## config.mk

```make
export PLATFORM = sky130hd
export DESIGN_NAME = modem_frame_deframer
export DESIGN_NICKNAME = d
export VERILOG_FILES = /design/src/sv/mfd_pkg.sv /design/src/sv/mfd_queue.sv /design/src/sv/mfd_front.sv /design/src/sv/mfd_back.sv /design/src/sv/modem_frame_deframer.sv
export SDC_FILE = /design/constraint.sdc
export NUM_CORES = 1
export LEC_CHECK = 0
export BUFFER_PORTS_ARGS = -buffer_cell sky130_fd_sc_hd__buf_2
export CAP_MARGIN = 20
export CORE_MARGIN = 2
export CORE_UTILIZATION = 40
export DETAILED_ROUTE_END_ITERATION = 6
export GPL_TIMING_DRIVEN = 0
export SLEW_MARGIN = 25
export SYNTH_ARGS = -nofsm -noshare
export SYNTH_HDL_FRONTEND = slang
export SYNTH_SLANG_ARGS = --single-unit
```

## constraint.sdc

```tcl
create_clock -name clk -period 17.04 [get_ports clk]
set_input_delay 3.408 -clock clk [delete_from_list [all_inputs] [get_ports clk]]
set_output_delay 3.408 -clock clk [all_outputs]
set_load 0.02 [all_outputs]
```

## src/sv/mfd_pkg.sv

```systemverilog
// Package of the modem frame deframer: codes, item structs, configuration struct
// and small helper functions shared by the front, back and top modules of the block.
// Depends on nothing.
package mfd_pkg;

	localparam int MFD_MAX_HEADER_BYTES = 6;
	localparam int MFD_MID_DEPTH = 4;
	localparam int MFD_RES_DEPTH = 2;

	localparam logic [7:0] START_BYTE = 8'h7F;
	localparam logic [7:0] END_BYTE = 8'h7E;

	localparam int LIMIT_W = 13;
	localparam int CFG_DATA_W = 13;
	localparam int CFG_INDEX_W = 2;
	localparam int HCOUNT_W = 3;
	localparam logic [HCOUNT_W-1:0] HCOUNT_MAX = 3'd7;
	localparam logic [HCOUNT_W-1:0] RAW_CHANNEL_READY = 3'd4;
	localparam logic [LIMIT_W-1:0] LIMIT_RESET = LIMIT_W'(4096 - 512);
	localparam logic [LIMIT_W-1:0] LIMIT_FLOOR = LIMIT_W'(1);

	localparam logic [CFG_INDEX_W-1:0] REG_FRAME_FORMAT = 2'd0;
	localparam logic [CFG_INDEX_W-1:0] REG_PAD_ENABLE = 2'd1;
	localparam logic [CFG_INDEX_W-1:0] REG_SEGMENT_LIMIT = 2'd2;

	typedef enum logic [1:0] {
		FMT_FMT = 2'd0,
		FMT_RAW = 2'd1,
		FMT_MULTI_RAW = 2'd2,
		FMT_RFS = 2'd3
	} frame_format_t;

	typedef enum logic [1:0] {
		KIND_PAYLOAD = 2'd0,
		KIND_GOOD = 2'd1,
		KIND_ERROR = 2'd2
	} kind_t;

	typedef enum logic [1:0] {
		ERR_NONE = 2'd0,
		ERR_START = 2'd1,
		ERR_END = 2'd2,
		ERR_LENGTH = 2'd3
	} err_t;

	typedef enum logic [2:0] {
		PH_HUNT = 3'd0,
		PH_HEADER = 3'd1,
		PH_HPAD = 3'd2,
		PH_PAYLOAD = 3'd3,
		PH_DPAD = 3'd4,
		PH_END = 3'd5,
		PH_EPAD = 3'd6,
		PH_DISCARD = 3'd7
	} phase_t;

	typedef struct packed {
		logic [7:0] rx_byte;
		logic chunk_last;
	} in_item_t;

	typedef struct packed {
		logic [7:0] rx_byte;
		logic chunk_last;
		logic is_start;
		logic is_end;
	} mid_item_t;

	typedef struct packed {
		kind_t kind;
		logic [7:0] data;
		logic [7:0] channel;
		err_t error_code;
		logic segment_last;
	} res_item_t;

	typedef struct packed {
		frame_format_t frame_format;
		logic pad_enable;
		logic [LIMIT_W-1:0] segment_limit;
	} cfg_t;

	function automatic logic [HCOUNT_W-1:0] hdr_size(input frame_format_t fmt);
		logic [HCOUNT_W-1:0] size;
		unique case (fmt)
			FMT_FMT: size = 3'd3;
			FMT_RFS: size = 3'd6;
			default: size = 3'd4;
		endcase
		return size;
	endfunction

	function automatic logic is_raw(input frame_format_t fmt);
		return (fmt == FMT_RAW) || (fmt == FMT_MULTI_RAW);
	endfunction

endpackage

```

## src/sv/mfd_queue.sv

```systemverilog
// Small register queue used between the halves of the deframer and for results.
// Depends on nothing; width and depth are parameters.
module mfd_queue #(
	parameter int WIDTH = 8,
	parameter int DEPTH = 2
) (
	input  logic             clk,
	input  logic             arst_n,
	input  logic             wr_en,
	input  logic [WIDTH-1:0] wr_data,
	output logic             full,
	input  logic             rd_en,
	output logic [WIDTH-1:0] rd_data,
	output logic             empty
);

	localparam int PTR_W = (DEPTH > 1) ? $clog2(DEPTH) : 1;
	localparam int CNT_W = $clog2(DEPTH + 1);

	logic [WIDTH-1:0] mem_q [DEPTH];
	logic [PTR_W-1:0] wr_ptr_q;
	logic [PTR_W-1:0] rd_ptr_q;
	logic [CNT_W-1:0] count_q;
	logic do_wr;
	logic do_rd;

	assign full = (count_q == CNT_W'(DEPTH));
	assign empty = (count_q == '0);
	assign do_wr = wr_en && !full;
	assign do_rd = rd_en && !empty;
	assign rd_data = mem_q[rd_ptr_q];

	always_ff @(posedge clk) begin
		if (do_wr) begin
			mem_q[wr_ptr_q] <= wr_data;
		end
	end

	always_ff @(posedge clk or negedge arst_n) begin
		if (!arst_n) begin
			wr_ptr_q <= '0;
			rd_ptr_q <= '0;
			count_q <= '0;
		end else begin
			if (do_wr) begin
				wr_ptr_q <= (wr_ptr_q == PTR_W'(DEPTH - 1)) ? '0 : wr_ptr_q + PTR_W'(1);
			end
			if (do_rd) begin
				rd_ptr_q <= (rd_ptr_q == PTR_W'(DEPTH - 1)) ? '0 : rd_ptr_q + PTR_W'(1);
			end
			unique case ({do_wr, do_rd})
				2'b10: count_q <= count_q + CNT_W'(1);
				2'b01: count_q <= count_q - CNT_W'(1);
				default: count_q <= count_q;
			endcase
		end
	end

`ifndef NO_ASSERTIONS
	a_count_bound: assert property (@(posedge clk) disable iff (!arst_n)
		count_q <= CNT_W'(DEPTH))
		else $error("queue count above depth");
	a_no_overflow: assert property (@(posedge clk) disable iff (!arst_n)
		full && !do_rd |=> full)
		else $error("full queue lost an entry without a read");
	a_ptr_bound: assert property (@(posedge clk) disable iff (!arst_n)
		(int'(wr_ptr_q) < DEPTH) && (int'(rd_ptr_q) < DEPTH))
		else $error("queue pointer beyond depth");
`endif

endmodule

```

## src/sv/mfd_front.sv

```systemverilog
// Front half of the deframer: accepts received bytes, marks start and end bytes
// and queues them for the framing half. Depends on mfd_pkg and mfd_queue.
module mfd_front
	import mfd_pkg::*;
#(
	parameter int MID_DEPTH = MFD_MID_DEPTH
) (
	input  logic      clk,
	input  logic      arst_n,
	input  logic      push,
	output logic      full,
	input  in_item_t  item,
	input  logic      mid_pop,
	output mid_item_t mid_item,
	output logic      mid_empty
);

	localparam int MID_W = $bits(mid_item_t);

	mid_item_t classified;
	logic [MID_W-1:0] mid_raw;

	always_comb begin
		classified.rx_byte = item.rx_byte;
		classified.chunk_last = item.chunk_last;
		classified.is_start = (item.rx_byte == START_BYTE);
		classified.is_end = (item.rx_byte == END_BYTE);
	end

	mfd_queue #(
		.WIDTH(MID_W),
		.DEPTH(MID_DEPTH)
	) u_mid_queue (
		.clk(clk),
		.arst_n(arst_n),
		.wr_en(push),
		.wr_data(classified),
		.full(full),
		.rd_en(mid_pop),
		.rd_data(mid_raw),
		.empty(mid_empty)
	);

	assign mid_item = mid_item_t'(mid_raw);

endmodule

```

## src/sv/mfd_back.sv

```systemverilog
// Back half of the deframer: the framing state machine, header store, counters
// and the result queue. Depends on mfd_pkg and mfd_queue.
module mfd_back
	import mfd_pkg::*;
#(
	parameter int MAX_HEADER_BYTES = MFD_MAX_HEADER_BYTES,
	parameter int RES_DEPTH = MFD_RES_DEPTH
) (
	input  logic      clk,
	input  logic      arst_n,
	input  cfg_t      cfg,
	input  mid_item_t mid_item,
	input  logic      mid_empty,
	output logic      mid_pop,
	output res_item_t result,
	output logic      empty,
	input  logic      pop
);

	localparam int HIDX_W = $clog2(MAX_HEADER_BYTES);
	localparam int RES_W = $bits(res_item_t);

	phase_t phase_q;
	phase_t phase_d;
	logic [7:0] hb_q [MAX_HEADER_BYTES];
	logic [HCOUNT_W-1:0] hc_q;
	logic [31:0] pc_q;
	logic [31:0] ds_q;
	logic [LIMIT_W-1:0] sc_q;

	logic go;
	logic res_full;
	logic [RES_W-1:0] res_raw;
	logic raw;
	logic pads;
	logic [LIMIT_W-1:0] eff_limit;
	logic [HCOUNT_W-1:0] hs;
	logic [HCOUNT_W-1:0] hc_inc;
	logic [HCOUNT_W-1:0] hc_eff;
	logic hdr_done;
	logic [7:0] hv [4];
	logic [31:0] len;
	logic [31:0] ds;
	logic len_bad;
	logic [31:0] pc_inc;
	logic pay_done;
	logic [LIMIT_W-1:0] sc_inc;
	logic seg_hit;
	logic tick;
	logic tick_done;
	logic emit;
	res_item_t res_d;

	assign go = !mid_empty && !res_full;
	assign mid_pop = go;

	assign raw = is_raw(cfg.frame_format);
	assign pads = cfg.pad_enable && raw;
	assign eff_limit = (cfg.segment_limit == '0) ? LIMIT_FLOOR : cfg.segment_limit;
	assign hs = hdr_size(cfg.frame_format);

	assign hc_inc = (hc_q < HCOUNT_MAX) ? hc_q + HCOUNT_W'(1) : hc_q;
	assign hdr_done = (hc_inc >= hs);
	assign hc_eff = (phase_q == PH_HEADER) ? hc_inc : hc_q;

	always_comb begin
		for (int i = 0; i < 4; i++) begin
			hv[i] = ((phase_q == PH_HEADER) && (hc_q == HCOUNT_W'(i))) ? mid_item.rx_byte
				: hb_q[i];
		end
	end

	always_comb begin
		len = {16'h0000, hv[1], hv[0]};
		if (cfg.frame_format == FMT_RFS) begin
			len[31:16] = {hv[3], hv[2]};
		end
	end

	assign ds = len - 32'(hs);
	assign len_bad = (len < 32'(hs))
		|| ((cfg.frame_format == FMT_MULTI_RAW) && (ds > 32'(eff_limit)));

	assign pc_inc = pc_q + 32'd1;
	assign pay_done = (pc_inc >= ds_q);

	assign sc_inc = sc_q + LIMIT_W'(1);
	assign seg_hit = tick_done || (sc_inc >= eff_limit);

	always_comb begin
		phase_d = phase_q;
		unique case (phase_q)
			PH_HUNT: begin
				if (mid_item.is_start) begin
					phase_d = PH_HEADER;
				end else begin
					phase_d = mid_item.chunk_last ? PH_HUNT : PH_DISCARD;
				end
			end
			PH_HEADER: begin
				if (!hdr_done) begin
					phase_d = PH_HEADER;
				end else if (len_bad) begin
					phase_d = mid_item.chunk_last ? PH_HUNT : PH_DISCARD;
				end else if (pads) begin
					phase_d = PH_HPAD;
				end else begin
					phase_d = (ds == 32'd0) ? PH_END : PH_PAYLOAD;
				end
			end
			PH_HPAD: phase_d = (ds_q == 32'd0) ? PH_END : PH_PAYLOAD;
			PH_PAYLOAD: begin
				if (pay_done) begin
					phase_d = (pads && ds_q[0]) ? PH_DPAD : PH_END;
				end
			end
			PH_DPAD: phase_d = PH_END;
			PH_END: begin
				if (mid_item.is_end) begin
					phase_d = pads ? PH_EPAD : PH_HUNT;
				end else begin
					phase_d = mid_item.chunk_last ? PH_HUNT : PH_DISCARD;
				end
			end
			PH_EPAD: phase_d = PH_HUNT;
			PH_DISCARD: phase_d = mid_item.chunk_last ? PH_HUNT : PH_DISCARD;
			default: phase_d = PH_HUNT;
		endcase
	end

	always_comb begin
		emit = 1'b0;
		tick = 1'b0;
		tick_done = 1'b0;
		res_d.kind = KIND_PAYLOAD;
		res_d.data = 8'h00;
		res_d.error_code = ERR_NONE;
		unique case (phase_q)
			PH_HUNT: begin
				if (!mid_item.is_start) begin
					emit = 1'b1;
					res_d.kind = KIND_ERROR;
					res_d.error_code = ERR_START;
				end
			end
			PH_HEADER: begin
				if (hdr_done && len_bad) begin
					emit = 1'b1;
					res_d.kind = KIND_ERROR;
					res_d.error_code = ERR_LENGTH;
				end else if (cfg.frame_format == FMT_RFS) begin
					emit = 1'b1;
					tick = 1'b1;
					tick_done = hdr_done && (ds == 32'd0);
					res_d.data = mid_item.rx_byte;
				end
			end
			PH_PAYLOAD: begin
				emit = 1'b1;
				tick = 1'b1;
				tick_done = pay_done;
				res_d.data = mid_item.rx_byte;
			end
			PH_END: begin
				emit = 1'b1;
				if (mid_item.is_end) begin
					res_d.kind = KIND_GOOD;
				end else begin
					res_d.kind = KIND_ERROR;
					res_d.error_code = ERR_END;
				end
			end
			default: emit = 1'b0;
		endcase
		res_d.segment_last = tick && seg_hit;
		res_d.channel = (raw && (hc_eff >= RAW_CHANNEL_READY)) ? hv[2] : 8'h00;
	end

	always_ff @(posedge clk) begin
		if (go && (phase_q == PH_HEADER) && (int'(hc_q) < MAX_HEADER_BYTES)) begin
			hb_q[hc_q[HIDX_W-1:0]] <= mid_item.rx_byte;
		end
		if (go && (phase_q == PH_HEADER) && hdr_done) begin
			ds_q <= ds;
		end
	end

	always_ff @(posedge clk or negedge arst_n) begin
		if (!arst_n) begin
			phase_q <= PH_HUNT;
			hc_q <= '0;
			pc_q <= '0;
			sc_q <= '0;
		end else if (go) begin
			phase_q <= phase_d;
			if ((phase_q == PH_HUNT) && mid_item.is_start) begin
				hc_q <= '0;
				pc_q <= '0;
			end
			if (phase_q == PH_HEADER) begin
				hc_q <= hc_inc;
				if (hdr_done) begin
					pc_q <= '0;
				end
			end
			if (phase_q == PH_PAYLOAD) begin
				pc_q <= pc_inc;
			end
			if (tick) begin
				sc_q <= seg_hit ? '0 : sc_inc;
			end else if ((phase_q == PH_HUNT) && mid_item.is_start) begin
				sc_q <= '0;
			end
		end
	end

	mfd_queue #(
		.WIDTH(RES_W),
		.DEPTH(RES_DEPTH)
	) u_res_queue (
		.clk(clk),
		.arst_n(arst_n),
		.wr_en(go && emit),
		.wr_data(res_d),
		.full(res_full),
		.rd_en(pop),
		.rd_data(res_raw),
		.empty(empty)
	);

	assign result = res_item_t'(res_raw);

`ifndef NO_ASSERTIONS
	a_seg_only_payload: assert property (@(posedge clk) disable iff (!arst_n)
		go && emit && (res_d.kind != KIND_PAYLOAD) |-> !res_d.segment_last)
		else $error("segment end marked on a non-payload result");
	a_error_discards: assert property (@(posedge clk) disable iff (!arst_n)
		go && emit && (res_d.kind == KIND_ERROR) && !mid_item.chunk_last
		|=> phase_q == PH_DISCARD)
		else $error("error inside a transfer did not start discarding");
	a_payload_count: assert property (@(posedge clk) disable iff (!arst_n)
		phase_q == PH_PAYLOAD |-> pc_q < ds_q)
		else $error("payload count reached the length while in payload");
	a_channel_raw: assert property (@(posedge clk) disable iff (!arst_n)
		go && emit && !raw |-> res_d.channel == 8'h00)
		else $error("channel reported for a format without channels");
`endif

endmodule

```

## src/sv/modem_frame_deframer.sv

```systemverilog
// Top level of the modem frame deframer: configuration registers and the front
// and back halves. Depends on mfd_pkg, mfd_front and mfd_back.
//
// The deframer takes one received link byte per clock cycle while full is low and
// gives at most one result item per byte: a payload byte with its channel and
// segment end mark, a good-frame marker or an error marker. Bytes enter a queue of
// MID_DEPTH entries after start and end bytes have been marked; the framing state
// machine behind it handles one byte per cycle, so the sustained rate is one item
// per cycle while results are taken. A byte passes through that queue and then the
// result queue of RES_DEPTH entries, which lets a new byte be taken while a result
// still waits. Configuration must be written only while the block is idle.
module modem_frame_deframer
	import mfd_pkg::*;
#(
	parameter int MAX_HEADER_BYTES = MFD_MAX_HEADER_BYTES,
	parameter int MID_DEPTH = MFD_MID_DEPTH,
	parameter int RES_DEPTH = MFD_RES_DEPTH
) (
	input  logic                   clk,
	input  logic                   arst_n,
	input  logic                   push,
	output logic                   full,
	input  in_item_t               item,
	output logic                   empty,
	input  logic                   pop,
	output res_item_t              result,
	input  logic                   cfg_we,
	input  logic [CFG_INDEX_W-1:0] cfg_index,
	input  logic [CFG_DATA_W-1:0]  cfg_data
);

	frame_format_t frame_format_q;
	logic pad_enable_q;
	logic [LIMIT_W-1:0] segment_limit_q;
	cfg_t cfg;
	mid_item_t mid_item;
	logic mid_empty;
	logic mid_pop;

	always_ff @(posedge clk or negedge arst_n) begin
		if (!arst_n) begin
			frame_format_q <= FMT_FMT;
			pad_enable_q <= 1'b0;
			segment_limit_q <= LIMIT_RESET;
		end else if (cfg_we) begin
			unique case (cfg_index)
				REG_FRAME_FORMAT: frame_format_q <= frame_format_t'(cfg_data[1:0]);
				REG_PAD_ENABLE: pad_enable_q <= cfg_data[0];
				REG_SEGMENT_LIMIT: segment_limit_q <= cfg_data[LIMIT_W-1:0];
				default: segment_limit_q <= segment_limit_q;
			endcase
		end
	end

	always_comb begin
		cfg.frame_format = frame_format_q;
		cfg.pad_enable = pad_enable_q;
		cfg.segment_limit = segment_limit_q;
	end

	mfd_front #(
		.MID_DEPTH(MID_DEPTH)
	) u_front (
		.clk(clk),
		.arst_n(arst_n),
		.push(push),
		.full(full),
		.item(item),
		.mid_pop(mid_pop),
		.mid_item(mid_item),
		.mid_empty(mid_empty)
	);

	mfd_back #(
		.MAX_HEADER_BYTES(MAX_HEADER_BYTES),
		.RES_DEPTH(RES_DEPTH)
	) u_back (
		.clk(clk),
		.arst_n(arst_n),
		.cfg(cfg),
		.mid_item(mid_item),
		.mid_empty(mid_empty),
		.mid_pop(mid_pop),
		.result(result),
		.empty(empty),
		.pop(pop)
	);

endmodule
```

==> results.py <==
metrics = {
    "die": {
        "fp.dieH_microns": 184,
        "rows": 65,
        "core-area_sq_um": 31700,
        "pin_count": 52,
        "die_w_microns": 184,
        "start_util_pct": 40.9,
        "fp.dieArea_sq_um": 33900,
    },
    "detailed_routing": {
        "vias_per_cell": 5.64,
        "wl_met2_microns": 14400,
        "top_layer_used": "met4",
        "ant_nets": 0,
        "wl_per_cell_microns": 18.9,
        "drc_errors": 0,
        "firstDrtPassIters": 5,
        "wirelength_microns": 31900,
        "wl_met1_microns": 14800,
        "met3WireLength_microns": 1830,
        "vias": 9504,
        "drt_iter0_markers": 772,
    },
    "synthesis": {
        "synth_top_cell_by_area": "edfxtp_1",
        "synth_top_area_share_pct": 34.8,
        "yosysWarningCount": 0,
        "netlist_area_sq_um": 13000,
        "avgSynthCellArea_sq_um": 11.0,
        "synth-edff-count": 150,
        "yosysUniqueCellTypes": 87,
        "synth_top_flop_cell": "edfxtp_1",
        "synthMostInstantiatedCell": "edfxtp_1",
        "seq_area_frac_synth_pct": 49.8,
        "syn_nets": 1286,
        "async_flop_share_pct": 34.2,
        "synth_area_leaders": "edfxtp_1, dfrtp_1, ha_1",
        "ys_top_cells_by_count": "edfxtp_1, nand2_1, nor2_1",
        "syn_inst": 1173,
        "synth_seq_cells": 228,
    },
    "clock_network": {
        "cts.clk_slew.worst_paths_ns": 0.06,
        "h-tree-depth": 1,
        "clockRootBuffer": "clkbuf_16",
        "cts_resized": 0,
        "cts_hold_buf": 0,
        "cts-buffers-inserted": 27,
        "cts_tree": "built",
        "post_cts_buffers": 0,
        "clk_latency_ns": 0.55,
        "cts.sinks": 228,
        "clock_path_buffers": 3,
    },
    "placed_design": {
        "hpwl_microns": 23600,
        "post_dp_cell_area_sq_um": 13900,
        "numPortBuffers": 51,
        "place_congestion": 0.908,
        "dp_cells": 1635,
        "pre_cts_ws_ns": 9.91,
    },
    "timing": {
        "rsz0062_at_grt": "false",
        "slew_violations": 0,
        "fin_ws_ns": 9.82,
        "max_freq_mhz": 139,
        "period_share_pct": 42.3,
        "setup_violations": 0,
        "hold_violations": 0,
        "hold_ws_ns": 0.508,
        "tns_ns": 0,
        "worstMarginPinSlew_ns": 0.909,
        "finalClockSkew_ns": 0.0167,
        "min_period_ns": 7.22,
        "relSlewSlack_pct": 39.4,
    },
    "layout": {
        "fill_cells": 2990,
        "drive_above_1_share_pct": 15.3,
        "utilization_pct": 46.6,
        "stdcell_area_sq_um": 14800,
        "area_growth_pct": 14.0,
        "stdcell_count": 1685,
        "diodes": 0,
        "nets": 1375,
    },
    "outcome": {
        "status": "finished, final reports clean",
    },
    "setup_path": {
        "worstPathMaxFanout": 10,
        "r2r_slack_ns": 9.82,
        "endpoint_kind": "flop",
        "crit_required_ns": 17.34,
        "crit_arrival_ns": 7.51,
        "criticalPathCategory": "flop to flop",
        "startpoint_type": "flop",
    },
    "grt": {
        "grt_max_degree": 43,
        "antenna_found_initial": 1,
        "first_global_vias": 9323,
        "grt_pass1_wl_microns": 50800,
        "overflow": 0,
        "grt_usage_pct": 19.2,
    },
    "min_path": {
        "hold_class": "flop to flop",
    },
    "power_and_ir_drop": {
        "p_leak_nw": 6.20,
        "ir_worst_vdd_uv": 95.6,
        "design_power_total_mw": 2.43,
        "power.density_nw_per_um2": 164,
    },
    "run": {
        "cap_violations": 0,
    },
}
-- power breakdown --
group | internal [mW] | switching, mW
registers | 0.775 | 0.0715
clock network | 0.326 | 0.230
logic | 0.359 | 0.668
-- state kept, by name, indices dropped and copies added (netlist names), 3 cells and up --
signal / count
u_front.u_mid_queue.mem_q: 44
u_back.u_res_queue.mem_q: 42
u_back.ds_q: 32
u_back.hb_q: 32
u_back.pc_q: 32
segment_limit_q: 13
u_back.sc_q: 13
u_back.hc_q: 3
u_back.phase_q: 3
u_front.u_mid_queue.count_q: 3
-- critical path, cell delays in order, from the launching register on --
cell and delay [ns]:
dfrtp_1 0.46, nor4b_1 0.51, clkbuf_1 0.48, nand2_1 0.29, o21ai_0 0.43, inv_1 0.12
fa_1 0.47, nor2b_1 0.22, nor3_1 0.11, a31oi_1 0.57, nor4_1 0.13, xnor2_1 0.16
mux2i_1 0.45, ha_1 0.33, nor2b_1 0.13, o21ai_0 0.16, nand2b_1 0.07, a21oi_1 0.13
a21oi_1 0.17, a211oi_1 0.26, nand2_1 0.10, nor4_1 0.29, or3_1 0.16, clkbuf_1 0.32
nor2b_1 0.43
-- final cells by class --
type / instances / area (sq um) / share of cell area, %
Clock buffer: 33 / 708 / 4.79
Multi-Input combinational cell: 824 / 6090 / 41.2
Sequential cell: 228 / 6460 / 43.7
Tap cell: 402 / 503 / 3.40
Timing Repair Buffer: 60 / 399 / 2.70
Inverter: 80 / 300 / 2.03
Clock inverter: 17 / 148 / 0.999
Buffer: 41 / 173 / 1.17
-- logic make-up after synthesis --
| logic type | share of synthesized area, % |
|---|---|
| compound gates | 11.5 |
| xor+xnor | 4.60 |
| buf+inv | 3.65 |
| flops | 49.8 |
| mux | 6.93 |
| simple gates | 15.3 |
| fa+ha+maj | 8.22 |
-- cells in the final DEF (no fill, tap or decap), types with 25 or more instances in the layout --
| master | netlist | layout |
|---|---|---|
| nand3_1 | 30 | 30 |
| a21oi_1 | 34 | 34 |
| a21o_1 | 25 | 25 |
| nand2_1 | 95 | 95 |
| clkbuf_16 | 0 | 27 |
| mux2_2 | 38 | 38 |
| o21ai_0 | 72 | 72 |
| nor2_1 | 83 | 80 |
| clkbuf_1 | 31 | 36 |
| and3_1 | 30 | 30 |
| buf_2 | 3 | 57 |
| dfrtp_1 | 75 | 75 |
| xnor2_1 | 38 | 38 |
| edfxtp_1 | 150 | 150 |
| xor2_1 | 30 | 30 |
| ha_1 | 82 | 82 |
| inv_1 | 78 | 78 |
-- metal layers --
layer | vias to the layer above | track usage, %
li1 | 4500 | -
met1 | 4658 | 27.7
met2 | 289 | 30.1
met3 | 57 | 2.28
met4 | 0 | 6.02
met5 | - | 0
-- worst paths after layout --
kind | startpoint | endpoint | cells past startpoint
setup / recovery | u_back.phase_q[0] | u_back.u_res_queue.mem_q[0][0] | 24
hold / removal | segment_limit_q[1] | segment_limit_q[1] | 1
setup reg to reg | u_back.phase_q[0] | u_back.u_res_queue.mem_q[0][0] | 24
hold reg to reg | segment_limit_q[1] | segment_limit_q[1] | 1
max in group asynchronous | arst_n | u_back.pc_q[13] | 2
min in group asynchronous | arst_n | u_back.phase_q[2] | 1
Power figures use the tool's default switching activity.
